## config.mk

```make
export PLATFORM = sky130hd
export DESIGN_NAME = stmm_ctrl
export DESIGN_NICKNAME = d
export VERILOG_FILES = /design/src/hw/rtl/stmm_pkg.sv /design/src/hw/rtl/stmm_ctrl.sv
export VERILOG_INCLUDE_DIRS = /design/src /design/src/hw/rtl
export SDC_FILE = /design/constraint.sdc
export NUM_CORES = 1
export LEC_CHECK = 0
export BUFFER_PORTS_ARGS = -buffer_cell sky130_fd_sc_hd__buf_4
export CORE_UTILIZATION = 30
export CTS_BUF_LIST = sky130_fd_sc_hd__clkbuf_4 sky130_fd_sc_hd__clkbuf_8
export DETAILED_ROUTE_END_ITERATION = 16
export GPL_ROUTABILITY_DRIVEN = 0
export PLACE_DENSITY = 0.57
export SYNTH_ARGS = -nofsm -noshare
export SYNTH_HDL_FRONTEND = slang
export SYNTH_SLANG_ARGS = --single-unit
```

## constraint.sdc

```tcl
create_clock -name clk -period 7.4 [get_ports clk]
set_clock_uncertainty 0.1 [all_clocks]
set_input_delay 2.22 -clock clk [delete_from_list [all_inputs] [get_ports clk]]
set_output_delay 2.22 -clock clk [all_outputs]
set_load 0.02 [all_outputs]
```

## src/hw/rtl/sparse_triplet_matrix_multiply_top_assert.svh

```systemverilog
// Assertion macros, clocked on clk and disabled while arst_n is low.
`ifndef SPARSE_TRIPLET_MATRIX_MULTIPLY_TOP_ASSERT_SVH
`define SPARSE_TRIPLET_MATRIX_MULTIPLY_TOP_ASSERT_SVH

// same-cycle implication
`define STMM_ASSERT_IMP(lbl, ante, cons, msg) \
	lbl: assert property (@(posedge clk) disable iff (!arst_n) (ante) |-> (cons)) \
		else $error(msg);

// next-cycle implication
`define STMM_ASSERT_NXT(lbl, ante, cons, msg) \
	lbl: assert property (@(posedge clk) disable iff (!arst_n) (ante) |=> (cons)) \
		else $error(msg);

`endif

```

## src/hw/rtl/stmm_pkg.sv

```systemverilog
package stmm_pkg;

	localparam int ENTRIES_DEF    = 64;
	localparam int DIM_DEF        = 256;
	localparam int RESULT_MAX_DEF = 63;
	localparam int VALUE_BITS_DEF = 16;

	localparam int IDX_W     = 8;
	localparam int IN_VAL_W  = 16;
	localparam int OUT_VAL_W = 40;
	localparam int CNT_W     = 6;
	localparam int STATUS_W  = 2;
	localparam int KIND_W    = 2;
	localparam int CFG_W     = 9;
	localparam int CFG_IDX_W = 2;
	localparam int IN_W      = 2 * IDX_W + IN_VAL_W;
	localparam int OUT_W     = 2 * IDX_W + OUT_VAL_W + CNT_W + STATUS_W;

	localparam logic [KIND_W-1:0] KIND_LOAD_A = 2'd0;
	localparam logic [KIND_W-1:0] KIND_LOAD_B = 2'd1;
	localparam logic [KIND_W-1:0] KIND_START  = 2'd2;

	localparam logic [STATUS_W-1:0] ST_OK       = 2'd0;
	localparam logic [STATUS_W-1:0] ST_MISMATCH = 2'd1;
	localparam logic [STATUS_W-1:0] ST_RES_OVF  = 2'd2;
	localparam logic [STATUS_W-1:0] ST_LOAD_OVF = 2'd3;

	localparam logic [CFG_IDX_W-1:0] CFG_A_COLS = 2'd1;
	localparam logic [CFG_IDX_W-1:0] CFG_B_ROWS = 2'd2;

	// column counter write data select
	localparam logic [1:0] CSW_ZERO = 2'd0;
	localparam logic [1:0] CSW_RUN  = 2'd1;
	localparam logic [1:0] CSW_INC  = 2'd2;

	typedef struct packed {
		logic       load;
		logic       run_clr;
		logic       run_add;
		logic       cs_we;
		logic       cs_scan;
		logic [1:0] cs_wsel;
		logic       bc_we;
		logic       latch;
		logic       acc;
		logic       emit;
		logic       summ;
		logic       summ_ovf;
		logic       clear;
	} cmd_t;

	typedef struct packed {
		logic start;
		logic load_ovf;
		logic mismatch;
		logic a_row_eq;
		logic b_row_eq;
		logic col_eq;
		logic col_lt;
		logic sum_nz;
		logic out_free;
	} stat_t;

endpackage

```

## src/hw/rtl/stmm_ctrl.sv

```systemverilog
module stmm_ctrl #(
	parameter int ENTRIES    = stmm_pkg::ENTRIES_DEF,
	parameter int DIM        = stmm_pkg::DIM_DEF,
	parameter int RESULT_MAX = stmm_pkg::RESULT_MAX_DEF,
	localparam int CW = $clog2(ENTRIES + 1),
	localparam int DW = (DIM > 1) ? $clog2(DIM) : 1
) (
	input  logic                       clk,
	input  logic                       arst_n,
	input  logic                       s_tvalid,
	output logic                       s_tready,
	input  stmm_pkg::stat_t            st,
	input  logic [CW-1:0]              na,
	input  logic [CW-1:0]              nb,
	output stmm_pkg::cmd_t             cmd,
	output logic [CW-1:0]              i_idx,
	output logic [CW-1:0]              j_idx,
	output logic [DW-1:0]              t_idx,
	output logic [stmm_pkg::CNT_W-1:0] k_cnt
);
	import stmm_pkg::*;

	localparam logic [4:0] S_IDLE  = 5'd0;
	localparam logic [4:0] S_CLR   = 5'd1;
	localparam logic [4:0] S_CNT_F = 5'd2;
	localparam logic [4:0] S_CNT_R = 5'd3;
	localparam logic [4:0] S_CNT_W = 5'd4;
	localparam logic [4:0] S_PFX_R = 5'd5;
	localparam logic [4:0] S_PFX_W = 5'd6;
	localparam logic [4:0] S_SCT_F = 5'd7;
	localparam logic [4:0] S_SCT_R = 5'd8;
	localparam logic [4:0] S_SCT_W = 5'd9;
	localparam logic [4:0] S_OUTER = 5'd10;
	localparam logic [4:0] S_FETCH = 5'd11;
	localparam logic [4:0] S_COLST = 5'd12;
	localparam logic [4:0] S_INNER = 5'd13;
	localparam logic [4:0] S_EMIT  = 5'd14;
	localparam logic [4:0] S_SKIP  = 5'd15;
	localparam logic [4:0] S_ROWSK = 5'd16;
	localparam logic [4:0] S_SUMM  = 5'd17;

	logic [4:0]       state_q, state_n, ret_q, ret_n;
	logic [CW-1:0]    i_q, i_n, j_q, j_n, i1_q, i1_n;
	logic [DW-1:0]    t_q, t_n;
	logic [CNT_W-1:0] k_q, k_n;
	logic             rovf_q, rovf_n;
	logic             i_lt, j_lt, t_last, go;

	assign i_lt   = i_q < na;
	assign j_lt   = j_q < nb;
	assign t_last = t_q == DW'(DIM - 1);

	always_comb begin
		state_n = state_q;
		ret_n   = ret_q;
		i_n     = i_q;
		j_n     = j_q;
		i1_n    = i1_q;
		t_n     = t_q;
		k_n     = k_q;
		rovf_n  = rovf_q;
		go      = 1'b0;
		cmd     = '0;
		case (state_q)
			S_IDLE: begin
				cmd.load = s_tvalid;
				if (s_tvalid && st.start) begin
					i_n         = '0;
					j_n         = '0;
					t_n         = '0;
					k_n         = '0;
					rovf_n      = 1'b0;
					cmd.run_clr = 1'b1;
					if (st.load_ovf || st.mismatch || nb == '0)
						state_n = S_SUMM;
					else
						state_n = S_CLR;
				end
			end
			S_CLR: begin
				cmd.cs_we   = 1'b1;
				cmd.cs_scan = 1'b1;
				cmd.cs_wsel = CSW_ZERO;
				t_n         = t_q + DW'(1);
				if (t_last) begin
					t_n     = '0;
					state_n = S_CNT_F;
				end
			end
			S_CNT_F: state_n = S_CNT_R;
			S_CNT_R: state_n = S_CNT_W;
			S_CNT_W: begin
				cmd.cs_we   = 1'b1;
				cmd.cs_wsel = CSW_INC;
				i_n         = i_q + CW'(1);
				state_n     = S_CNT_F;
				if (i_q + CW'(1) == nb) begin
					i_n     = '0;
					state_n = S_PFX_R;
				end
			end
			S_PFX_R: begin
				cmd.cs_scan = 1'b1;
				state_n     = S_PFX_W;
			end
			S_PFX_W: begin
				cmd.cs_we   = 1'b1;
				cmd.cs_scan = 1'b1;
				cmd.cs_wsel = CSW_RUN;
				cmd.run_add = 1'b1;
				t_n         = t_q + DW'(1);
				state_n     = S_PFX_R;
				if (t_last) begin
					t_n     = '0;
					state_n = S_SCT_F;
				end
			end
			S_SCT_F: state_n = S_SCT_R;
			S_SCT_R: state_n = S_SCT_W;
			S_SCT_W: begin
				cmd.cs_we   = 1'b1;
				cmd.cs_wsel = CSW_INC;
				cmd.bc_we   = 1'b1;
				i_n         = i_q + CW'(1);
				state_n     = S_SCT_F;
				if (i_q + CW'(1) == nb) begin
					i_n     = '0;
					state_n = S_OUTER;
				end
			end
			S_OUTER: begin
				if (!i_lt) begin
					state_n = S_SUMM;
				end else begin
					i1_n    = i_q;
					j_n     = '0;
					ret_n   = S_COLST;
					state_n = S_FETCH;
				end
			end
			S_FETCH: state_n = ret_q;
			S_COLST: begin
				cmd.latch = 1'b1;
				state_n   = S_INNER;
			end
			S_INNER: begin
				if (i_lt && j_lt && st.a_row_eq && st.b_row_eq) begin
					if (st.col_eq) begin
						cmd.acc = 1'b1;
						i_n     = i_q + CW'(1);
						j_n     = j_q + CW'(1);
					end else if (st.col_lt) begin
						i_n = i_q + CW'(1);
					end else begin
						j_n = j_q + CW'(1);
					end
					ret_n   = S_INNER;
					state_n = S_FETCH;
				end else begin
					state_n = S_EMIT;
				end
			end
			S_EMIT: begin
				go = 1'b1;
				if (st.sum_nz) begin
					if (k_q >= CNT_W'(RESULT_MAX)) begin
						rovf_n  = 1'b1;
						state_n = S_SUMM;
						go      = 1'b0;
					end else if (st.out_free) begin
						cmd.emit = 1'b1;
						k_n      = k_q + CNT_W'(1);
					end else begin
						go = 1'b0;
					end
				end
				if (go) begin
					if (j_lt)
						i_n = i1_q;
					ret_n   = S_SKIP;
					state_n = S_FETCH;
				end
			end
			S_SKIP: begin
				if (j_lt && st.b_row_eq) begin
					j_n     = j_q + CW'(1);
					ret_n   = S_SKIP;
					state_n = S_FETCH;
				end else if (j_lt) begin
					state_n = S_COLST;
				end else begin
					state_n = S_ROWSK;
				end
			end
			S_ROWSK: begin
				if (i_lt && st.a_row_eq) begin
					i_n     = i_q + CW'(1);
					ret_n   = S_ROWSK;
					state_n = S_FETCH;
				end else begin
					state_n = S_OUTER;
				end
			end
			S_SUMM: begin
				if (st.out_free) begin
					cmd.summ     = 1'b1;
					cmd.summ_ovf = rovf_q;
					cmd.clear    = 1'b1;
					state_n      = S_IDLE;
				end
			end
			default: state_n = S_IDLE;
		endcase
	end

	always_ff @(posedge clk or negedge arst_n) begin
		if (!arst_n) begin
			state_q <= S_IDLE;
			ret_q   <= S_IDLE;
			i_q     <= '0;
			j_q     <= '0;
			i1_q    <= '0;
			t_q     <= '0;
			k_q     <= '0;
			rovf_q  <= 1'b0;
		end else begin
			state_q <= state_n;
			ret_q   <= ret_n;
			i_q     <= i_n;
			j_q     <= j_n;
			i1_q    <= i1_n;
			t_q     <= t_n;
			k_q     <= k_n;
			rovf_q  <= rovf_n;
		end
	end

	assign s_tready = state_q == S_IDLE;
	assign i_idx    = i_q;
	assign j_idx    = j_q;
	assign t_idx    = t_q;
	assign k_cnt    = k_q;

`include "sparse_triplet_matrix_multiply_top_assert.svh"

	`STMM_ASSERT_IMP(a_k_bound, 1'b1, k_q <= CNT_W'(RESULT_MAX), "entry count beyond limit")
	`STMM_ASSERT_IMP(a_emit_ok, cmd.emit, st.out_free && st.sum_nz, "entry emitted without room")
	`STMM_ASSERT_NXT(a_summ_idle, cmd.summ, state_q == S_IDLE && k_q == k_cnt, "no idle after summary")

endmodule

```

==> results_dict.tcl, run 1 <==
set metrics [dict create \
    setup_tns_ps 0 \
    hp-start "ret_q[4]$_DFFE_PN0P_" \
    die_x_um 108.9 \
    reg2reg_depth 8 \
    synth_top_area_frac 0.3282 \
    cts_setup_buffers 0 \
    p_leak_uw 0.001900 \
    clockRootBuffer "clkbuf_8" \
    post_cts_resized 0 \
    ys_seq_area_frac 0.3282 \
    grtUsageMet3 0.03646 \
    routed_wl_um 9900 \
    fin_ws_ps 1138 \
    drc 0 \
    maxCapViolations 0 \
    hold_viol_final 0 \
    cts_hold_buf 0 \
    cts_sinks 45 \
    cts_buffers 5 \
    ys_types 70 \
    htree_num_levels 2 \
    rr_endpoint "i_idx[6]$_DFFE_PN0P_" \
    cp.arrival_ps 3940 \
    syn-cell-area_sq_mm 0.003431 \
    use_met2 0.2830 \
    rsz0062_at_grt "false" \
    synthTopCellsByArea "dfrtp_1 33%, ha_1 5.8%, nor2_1 5.0%" \
    grt_pass1_wl_um 16220 \
    fin_crit_sh 0.8462 \
    startpoint_type "primary input" \
    p_per_area_mw_per_mm2 317.3 \
    ys_ff_latch 45 \
    yosysMostFrequentCell "nor2_1" \
    antenna_found_initial 0 \
    grt_max_degree 46 \
    ys_async_sr_fraction 1.000 \
    die_area_sq_mm 0.01187 \
    cts_tree "yes" \
    track_usage 0.1769 \
    initialDrtViolationCount 260 \
    drtAntennaViolNets 0 \
    critical_path.max_fanout 8 \
    synth_top_area_cell "dfrtp_1" \
    port_buffers 68 \
    outcome "finished clean" \
    die_height_um 108.9 \
    min_to "ret_q[4]$_DFFE_PN0P_" \
    synth_fp_nets 454 \
    fin_nets 510 \
    wl_per_cell_um 16.28 \
    core_sq_mm 0.01098 \
    ios 69 \
    ys_warn_count 0 \
    fin_total_pwr_uw 1300 \
    start_util 0.3124 \
    crit_path_end_kind "output port" \
    drtPass1Iterations 4 \
    synth-edff-count 0 \
    syn2layout_area_growth_pct 19.47 \
    finalCriticalPeriod_ps 6262 \
    peakVddDrop_mv 0.1460 \
    required_ps 5080 \
    synth_commonest_cells "46 x nor2_1, 45 x dfrtp_1, 36 x nand2_1" \
    num_antenna_cells 0 \
    max_slew_margin 0.4036 \
    synth_cells 412 \
    globalRouteOverflowTotal 0 \
    top_usage_layer "met2" \
    dp_hpwl_um 7375 \
    r2r_setup_slack_ps 3980 \
    hold_depth 1 \
    pre_cts_ws_ps 1162 \
    drv_slew 0 \
    r2r-start "i_idx[0]$_DFFE_PN0P_" \
    cts_buffer_depth 2 \
    clkTransAtPathRegs_ps 80 \
    vias 3282 \
    syn_area_per_cell_sq_um 8.327 \
    worst_skew_pair.late_latency_ps 320 \
    ys.flop_type "dfrtp_1" \
    drive_gt1_frac 0.2201 \
    grt_pass1_vias 3135 \
    crit_type "in2out" \
    fmax_mhz 159.7 \
    via_per_inst 5.398 \
    num_rows 38 \
    setup_viol 0 \
    grtUsageMet1 0.2410 \
    tightest_slew_ps 894.5 \
    hold_path_class "reg2reg" \
]
state kept, by name, indices dropped and copies added, names as in the netlist:
name,flops
i1_q,7
i_idx,7
k_cnt,6
j_idx,7
rovf_q,1
t_idx,8
state_q,5
ret_q,4
per-layer routing:
metal	wire length, um	share of wire	up-vias
li1	-	-	1618
met1	4482	0.45	1543
met2	4551	0.46	110
met3	756	0.076	11
met4	110	0.011	0
met5	0	0	-
layout by cell type (no fill, tap or decap), drive strengths merged, types with 5 or more instances in the layout:
master,instances
buf,68
nor2,47
dfrtp,45
nand2,36
o21ai,28
inv,21
nand3,21
a21oi,18
ha,16
and3,13
nor3,13
o31ai,10
mux2,10
nand2b,9
nand4,9
a31oi,8
xnor2,8
xor2,6
a22o,6
and2,5
clkbuf,5
cells by family after synthesis:
| kind of cell | after synthesis | synth area share |
|---|---|---|
| and+or+nand+nor | 179 | 0.2721 |
| AOI/OAI and AO/OA | 107 | 0.2170 |
| DFF | 45 | 0.3282 |
| buffers and inverters | 40 | 0.05288 |
| adders and majority gates | 16 | 0.05835 |
| xor gates and xnor gates | 14 | 0.03574 |
| muxes | 11 | 0.03574 |
worst max-delay path, stage by stage:
cell	delay (ps)
buf_4	90
inv_1	60
ha_1	310
a21o_1	180
a31oi_1	140
o21ai_1	260
nor3_1	280
and3_1	240
buf_4	150
worst max-delay path by stage:
stage,start,endpoint,slack (ps),depth (start not counted)
2_1_floorplan,nb[2],cmd[4],1530,7
3_3_place_gp,nb[2],cmd[4],1230,9
3_5_place_dp,nb[2],cmd[4],1160,9
4_1_cts,nb[2],cmd[4],1160,9
5_1_grt,nb[2],cmd[4],880,9
6_report,nb[2],cmd[4],1140,9
area by class of cell:
cell class                 count  area, sq um
inverter                      21        78.83
clock buffer                   5        68.82
multi-input combinational    327         2123
clock inverter                 2        16.27
timing repair buffer          68        510.5
sequential                    45         1126
fill                        1142         6884
tap                          140        175.2
per-stage QoR:
stage | area, sq um | utilization | std cells | hold slack (ps)
2_1_floorplan | 3431 | - | 412 | 350.1
3_3_place_gp | 4014 | 0.3655 | 601 | 374.4
3_5_place_dp | 4014 | 0.3655 | 601 | 380.8
4_1_cts | 4099 | 0.3732 | 608 | 399.5
5_1_grt | 4099 | 0.3732 | 608 | 427.3
6_report | 4099 | 0.3732 | 608 | 398.8
power breakdown:
part	total [uW]	internal, uW	switching, uW
Clock	159	65.3	93.4
Sequential	467	315	152
Combinational	674	291	383
(Power assumes the default switching activity.)
==> run 2, diff against run 1 <==
--- a/config.mk
+++ b/config.mk
@@ -11,7 +11,7 @@
 export CTS_BUF_LIST = sky130_fd_sc_hd__clkbuf_4 sky130_fd_sc_hd__clkbuf_8
 export DETAILED_ROUTE_END_ITERATION = 16
 export GPL_ROUTABILITY_DRIVEN = 0
-export PLACE_DENSITY = 0.57
+export PLACE_DENSITY = 0.59
 export SYNTH_ARGS = -nofsm -noshare
 export SYNTH_HDL_FRONTEND = slang
 export SYNTH_SLANG_ARGS = --single-unit
==> constraint.sdc (replaced) <==
create_clock -name clk -period 5.5 [get_ports clk]
set_clock_uncertainty 0.1 [all_clocks]
set_input_delay 1.65 -clock clk [delete_from_list [all_inputs] [get_ports clk]]
set_output_delay 1.65 -clock clk [all_outputs]
set_load 0.02 [all_outputs]
==> run 2 against run 1 <==
- core utilization rose by 0.13 points
- sequential power rose by 35%
- flip-flop and latch count is the same
- wire length grew 0.13%
- hold slack got worse by 5.9 ps
- worst setup slack got worse by 690 ps
- via count up 2.0%
- critical endpoint unchanged
- highest routed layer unchanged
==> results_dict.tcl, run 2 (synthesis results as in run 1) <==
set metrics [dict create \
    drive_gt1_frac 0.2234 \
    p_switching_uw 841.2 \
    post_cts_resized 0 \
    core_sq_mm 0.01098 \
    ios 69 \
    dp_hpwl_um 7352 \
    grt_pass1_vias 3200 \
    cts_setup_buffers 0 \
    fillers 1121 \
    reg2reg_depth 8 \
    cp_common_cell "buf_4" \
    pwr-share-clk 0.122 \
    die_area_sq_mm 0.01187 \
    drc 0 \
    grt_max_degree 46 \
    multiInputGateArea_sq_mm 0.002123 \
    maxCapViolations 0 \
    fin_total_pwr_uw 1755 \
    drtPass1Iterations 5 \
    cp.depth 9 \
    required_ps 3750 \
    stdcell_area_sq_mm 0.004113 \
    cts_tree "yes" \
    largest_register_ffs 8 \
    setup_tns_ps 0 \
    hold_viol_final 0 \
    critical_path.max_fanout 4 \
    antenna_found_initial 0 \
    finalCriticalPeriod_ps 5054 \
    cts_sinks 45 \
    start_util 0.3124 \
    via_per_inst 5.487 \
    final-seq-area_sq_mm 0.001126 \
    layout.cells.most_common "buf_4" \
    placed_area_sq_mm 0.004021 \
    rsz0062_at_grt "false" \
    crit_type "in2out" \
    die_height_um 108.9 \
    fmax_mhz 197.8 \
    path_cells "buf_4 > inv_1 > ha_1 > a21oi_1 > nand3_1 > a21o_1 > nor3_1 > and3_1 > buf_4" \
    clkTransAtPathRegs_ps 80 \
    p_per_area_mw_per_mm2 426.8 \
    globalRouteOverflowTotal 0 \
    track_usage 0.1737 \
    htree_num_levels 2 \
    swShare 0.4792 \
    cts_buffers 5 \
    die_x_um 108.9 \
    peakVddDrop_mv 0.1571 \
    p_comb_frac 0.520 \
    power_frac_seq 0.359 \
    p_leak_uw 0.001906 \
    cpMaxStageDelayCell "ha_1" \
    clockRootBuffer "clkbuf_8" \
    worst_path_dominant_cell_family "simple AND/OR/NAND/NOR gates" \
    cts_buffer_depth 2 \
    cts_hold_buf 0 \
    setup_viol 0 \
    cp.buffers_inverters 3 \
    hold_depth 1 \
    cpPeakStageDelay_ps 320 \
    max_slew_margin 0.3995 \
    fin_crit_sh 0.9190 \
    num_antenna_cells 0 \
    startpoint_type "primary input" \
    syn2layout_area_growth_pct 19.88 \
    outcome "finished clean" \
    drtAntennaViolNets 0 \
    hold_path_class "reg2reg" \
    routed_wl_um 9913 \
    wl_per_cell_um 16.25 \
    tightest_slew_ps 900.8 \
    intPower_uw 914.2 \
    initialDrtViolationCount 358 \
    cp.arrival_ps 3300 \
    crit_path_end_kind "output port" \
    grt_pass1_wl_um 16220 \
    port_buffers 68 \
    drv_slew 0 \
    final_cell_mix "69 x buf_4, 46 x nor2_1, 45 x dfrtp_1" \
    num_rows 38 \
    fin_nets 511 \
    worst_skew_pair.late_latency_ps 300 \
    vias 3347 \
]
[run 2: cell count changes in the layout (fill, tap and decap cells not counted), sizes merged]
cell      delta
buf          +1
clkbuf       +1
clkinv       -1
clkinvlp     +1
[run 2: final timing paths]
check,start,end,slack (ps)
min in group asynchronous,arst_n,ret_q[0]$_DFFE_PN0P_,1250
worst max register to register,i_idx[0]$_DFFE_PN0P_,i_idx[6]$_DFFE_PN0P_,2090
max in group asynchronous,arst_n,t_idx[3]$_DFFE_PN0P_,3630
worst min-delay path,ret_q[4]$_DFFE_PN0P_,ret_q[4]$_DFFE_PN0P_,390
worst min register to register,ret_q[4]$_DFFE_PN0P_,ret_q[4]$_DFFE_PN0P_,390
worst max-delay path,na[6],cmd[4],450
[run 2: final cells by class]
class                           instances  share of cell area
Clock inverter                          2            0.003651
Inverter                               21             0.01917
Timing Repair Buffer                   69              0.1260
Multi-Input combinational cell        327              0.5163
Sequential cell                        45              0.2738
Clock buffer                            6             0.01856
Tap cell                              140             0.04259
[run 2: per-stage QoR]
step,util,setup slack [ps],instances,hold slack [ps]
global route,0.3745,266.5,610,425.0
finish,0.3745,445.6,610,392.9
detailed placement,0.3661,451.9,602,377.9
floorplan,-,769.9,412,350.1
CTS,0.3745,430.5,610,397.4
global placement,0.3661,532.4,602,372.3
[run 2: power groups by stage]
stage | logic [uW] | registers (uW) | clock network [uW]
after floorplan | 661 | 580 | 0
after global placement | 896 | 630 | 0
after detailed placement | 907 | 634 | 0
after CTS | 911 | 628 | 223
after global routing | 1000 | 653 | 239
final | 912 | 630 | 214
[run 2: layer usage]
layer | share of wire | global-route usage | wire (um) | up-vias
met5 | 0 | 0 | 0 | -
met4 | 0.0064 | 0.03282 | 63 | 0
met3 | 0.068 | 0.03586 | 679 | 6
met2 | 0.46 | 0.2826 | 4581 | 125
met1 | 0.46 | 0.2377 | 4589 | 1608
li1 | - | - | - | 1608
==> run 3, diff against run 2 <==
--- a/config.mk
+++ b/config.mk
@@ -7,11 +7,11 @@
 export NUM_CORES = 1
 export LEC_CHECK = 0
 export BUFFER_PORTS_ARGS = -buffer_cell sky130_fd_sc_hd__buf_4
-export CORE_UTILIZATION = 30
+export CORE_UTILIZATION = 45
 export CTS_BUF_LIST = sky130_fd_sc_hd__clkbuf_4 sky130_fd_sc_hd__clkbuf_8
 export DETAILED_ROUTE_END_ITERATION = 16
 export GPL_ROUTABILITY_DRIVEN = 0
-export PLACE_DENSITY = 0.59
+export PLACE_DENSITY_LB_ADDON = 0.3
 export SYNTH_ARGS = -nofsm -noshare
 export SYNTH_HDL_FRONTEND = slang
 export SYNTH_SLANG_ARGS = --single-unit
==> run 3 against run 2 <==
- clock power grew 6%
- design area shrank 0.85%
- sequential share of layout area grew 0.24 points
- largest power group unchanged
- power grew 0.79%
- via count shrank 0.84%
- flip-flop and latch count is the same
- maximum frequency grew 1.9%
- worst setup slack gained 93 ps
==> results_dict.tcl, run 3 (synthesis results as in run 1) <==
set metrics [dict create \
    outcome "finished clean" \
    cts_buffers 5 \
    cpMaxStageDelayCell "ha_1" \
    p_per_area_mw_per_mm2 433.9 \
    required_ps 3750 \
    pre_cts_ws_ps 552.4 \
    r2r_setup_slack_ps 2200 \
    die_x_um 89.32 \
    cp.buffers_inverters 3 \
    cp_common_cell "buf_4" \
    cts_buffer_depth 2 \
    cts_setup_buffers 0 \
    setup_tns_ps 0 \
    vias 3319 \
    path_cells "buf_4 > inv_1 > ha_1 > a21oi_1 > nand3_1 > a21o_1 > nor3_1 > and3_1 > buf_4" \
    wl_per_cell_um 16.08 \
    layout.cells.most_common "buf_4" \
    ios 69 \
    routed_wl_um 9163 \
    die_area_sq_mm 0.007977 \
    grt_pass1_wl_um 14570 \
    final_cell_mix "70 x buf_4, 46 x nor2_1, 45 x dfrtp_1" \
    die_height_um 89.32 \
    placed_area_sq_mm 0.003978 \
    p_leak_uw 0.001921 \
    largest_register_ffs 8 \
    syn2layout_area_growth_pct 18.85 \
    startpoint_type "primary input" \
    timing.hold.ws_ps 399.4 \
    drtPass1Iterations 5 \
    start_util 0.4705 \
    max_slew_margin 0.4706 \
    fmax_mhz 201.6 \
    stdcell_area_sq_mm 0.004078 \
    fin_ws_ps 539.0 \
    drtAntennaViolNets 0 \
    worst_path_dominant_cell_family "simple AND/OR/NAND/NOR gates" \
    initialDrtViolationCount 202 \
    track_usage 0.2370 \
    post_cts_resized 0 \
    num_rows 31 \
    hold_viol_final 0 \
    tightest_slew_ps 792.6 \
    dp_hpwl_um 6677 \
    core_sq_mm 0.007292 \
    peakVddDrop_mv 0.2406 \
    hold_path_class "reg2reg" \
    antenna_found_initial 0 \
    fin_total_pwr_uw 1769 \
    crit_type "in2out" \
    cts_tree "yes" \
    via_per_inst 5.823 \
    grt_pass1_vias 3077 \
    clockRootBuffer "clkbuf_8" \
    critical_path.max_fanout 4 \
    cpPeakStageDelay_ps 320 \
    cts_hold_buf 0 \
    drive_gt1_frac 0.2251 \
    cts_sinks 45 \
    htree_num_levels 2 \
    globalRouteOverflowTotal 0 \
    fin_nets 512 \
    crit_path_end_kind "output port" \
    maxCapViolations 0 \
    setup_viol 0 \
    cp.arrival_ps 3210 \
    drc 0 \
    port_buffers 68 \
    clkTransAtPathRegs_ps 90 \
    worst_skew_pair.late_latency_ps 310 \
    drv_slew 0 \
    fin_crit_sh 0.9020 \
    num_antenna_cells 0 \
    finalCriticalPeriod_ps 4961 \
    rsz0062_at_grt "false" \
    grt_max_degree 46 \
]
==> run 3: area by class of cell <==
class                           count  area, sq um
Fill cell                         706         3214
Multi-Input combinational cell    327         2123
Sequential cell                    45         1126
Timing Repair Buffer               70        525.5
Tap cell                           99        123.9
Clock buffer                        6        82.58
Inverter                           21        78.83
Clock inverter                      2        17.52
==> run 3: path summary, 6_finish.rpt <==
kind                                            from                    to  cells after the start
min in group asynchronous                     arst_n  i_idx[1]$_DFFE_PN0P_                      1
worst max register to register  i_idx[0]$_DFFE_PN0P_  i_idx[6]$_DFFE_PN0P_                      8
worst min register to register    rovf_q$_DFFE_PN0P_    rovf_q$_DFFE_PN0P_                      2
max in group asynchronous                     arst_n  i_idx[4]$_DFFE_PN0P_                      1
worst max-delay path                           na[6]                cmd[4]                      9
worst min-delay path              rovf_q$_DFFE_PN0P_    rovf_q$_DFFE_PN0P_                      2
==> run 3: worst min-delay path, stage by stage, from the launching register on <==
cell and delay, ps:
dfrtp_1 350, a31oi_1 40, nor2_1 70
==> run 3: metal layers <==
layer / vias up / track usage / share of wire
met3: 8 / 0.03601 / 0.063
met1: 1567 / 0.3138 / 0.45
li1: 1620 / - / -
met2: 124 / 0.4011 / 0.48
met5: - / 0 / 0
met4: 0 / 0.07071 / 0.013
==> run 3: per-stage QoR <==
step / instances / utilization
global placement: 562 / 0.5455
CTS: 570 / 0.5592
global route: 570 / 0.5592
floorplan: 412 / -
detailed placement: 562 / 0.5455
finish: 570 / 0.5592
==> run 3: report_power, final <==
part           total, uW  switching (uW)  leakage [uW]  internal [uW]
Clock                227             123     0.0000518            104
Combinational        944             544       0.00127            400
Sequential           598             174      0.000602            424
Total               1770             841       0.00192            929
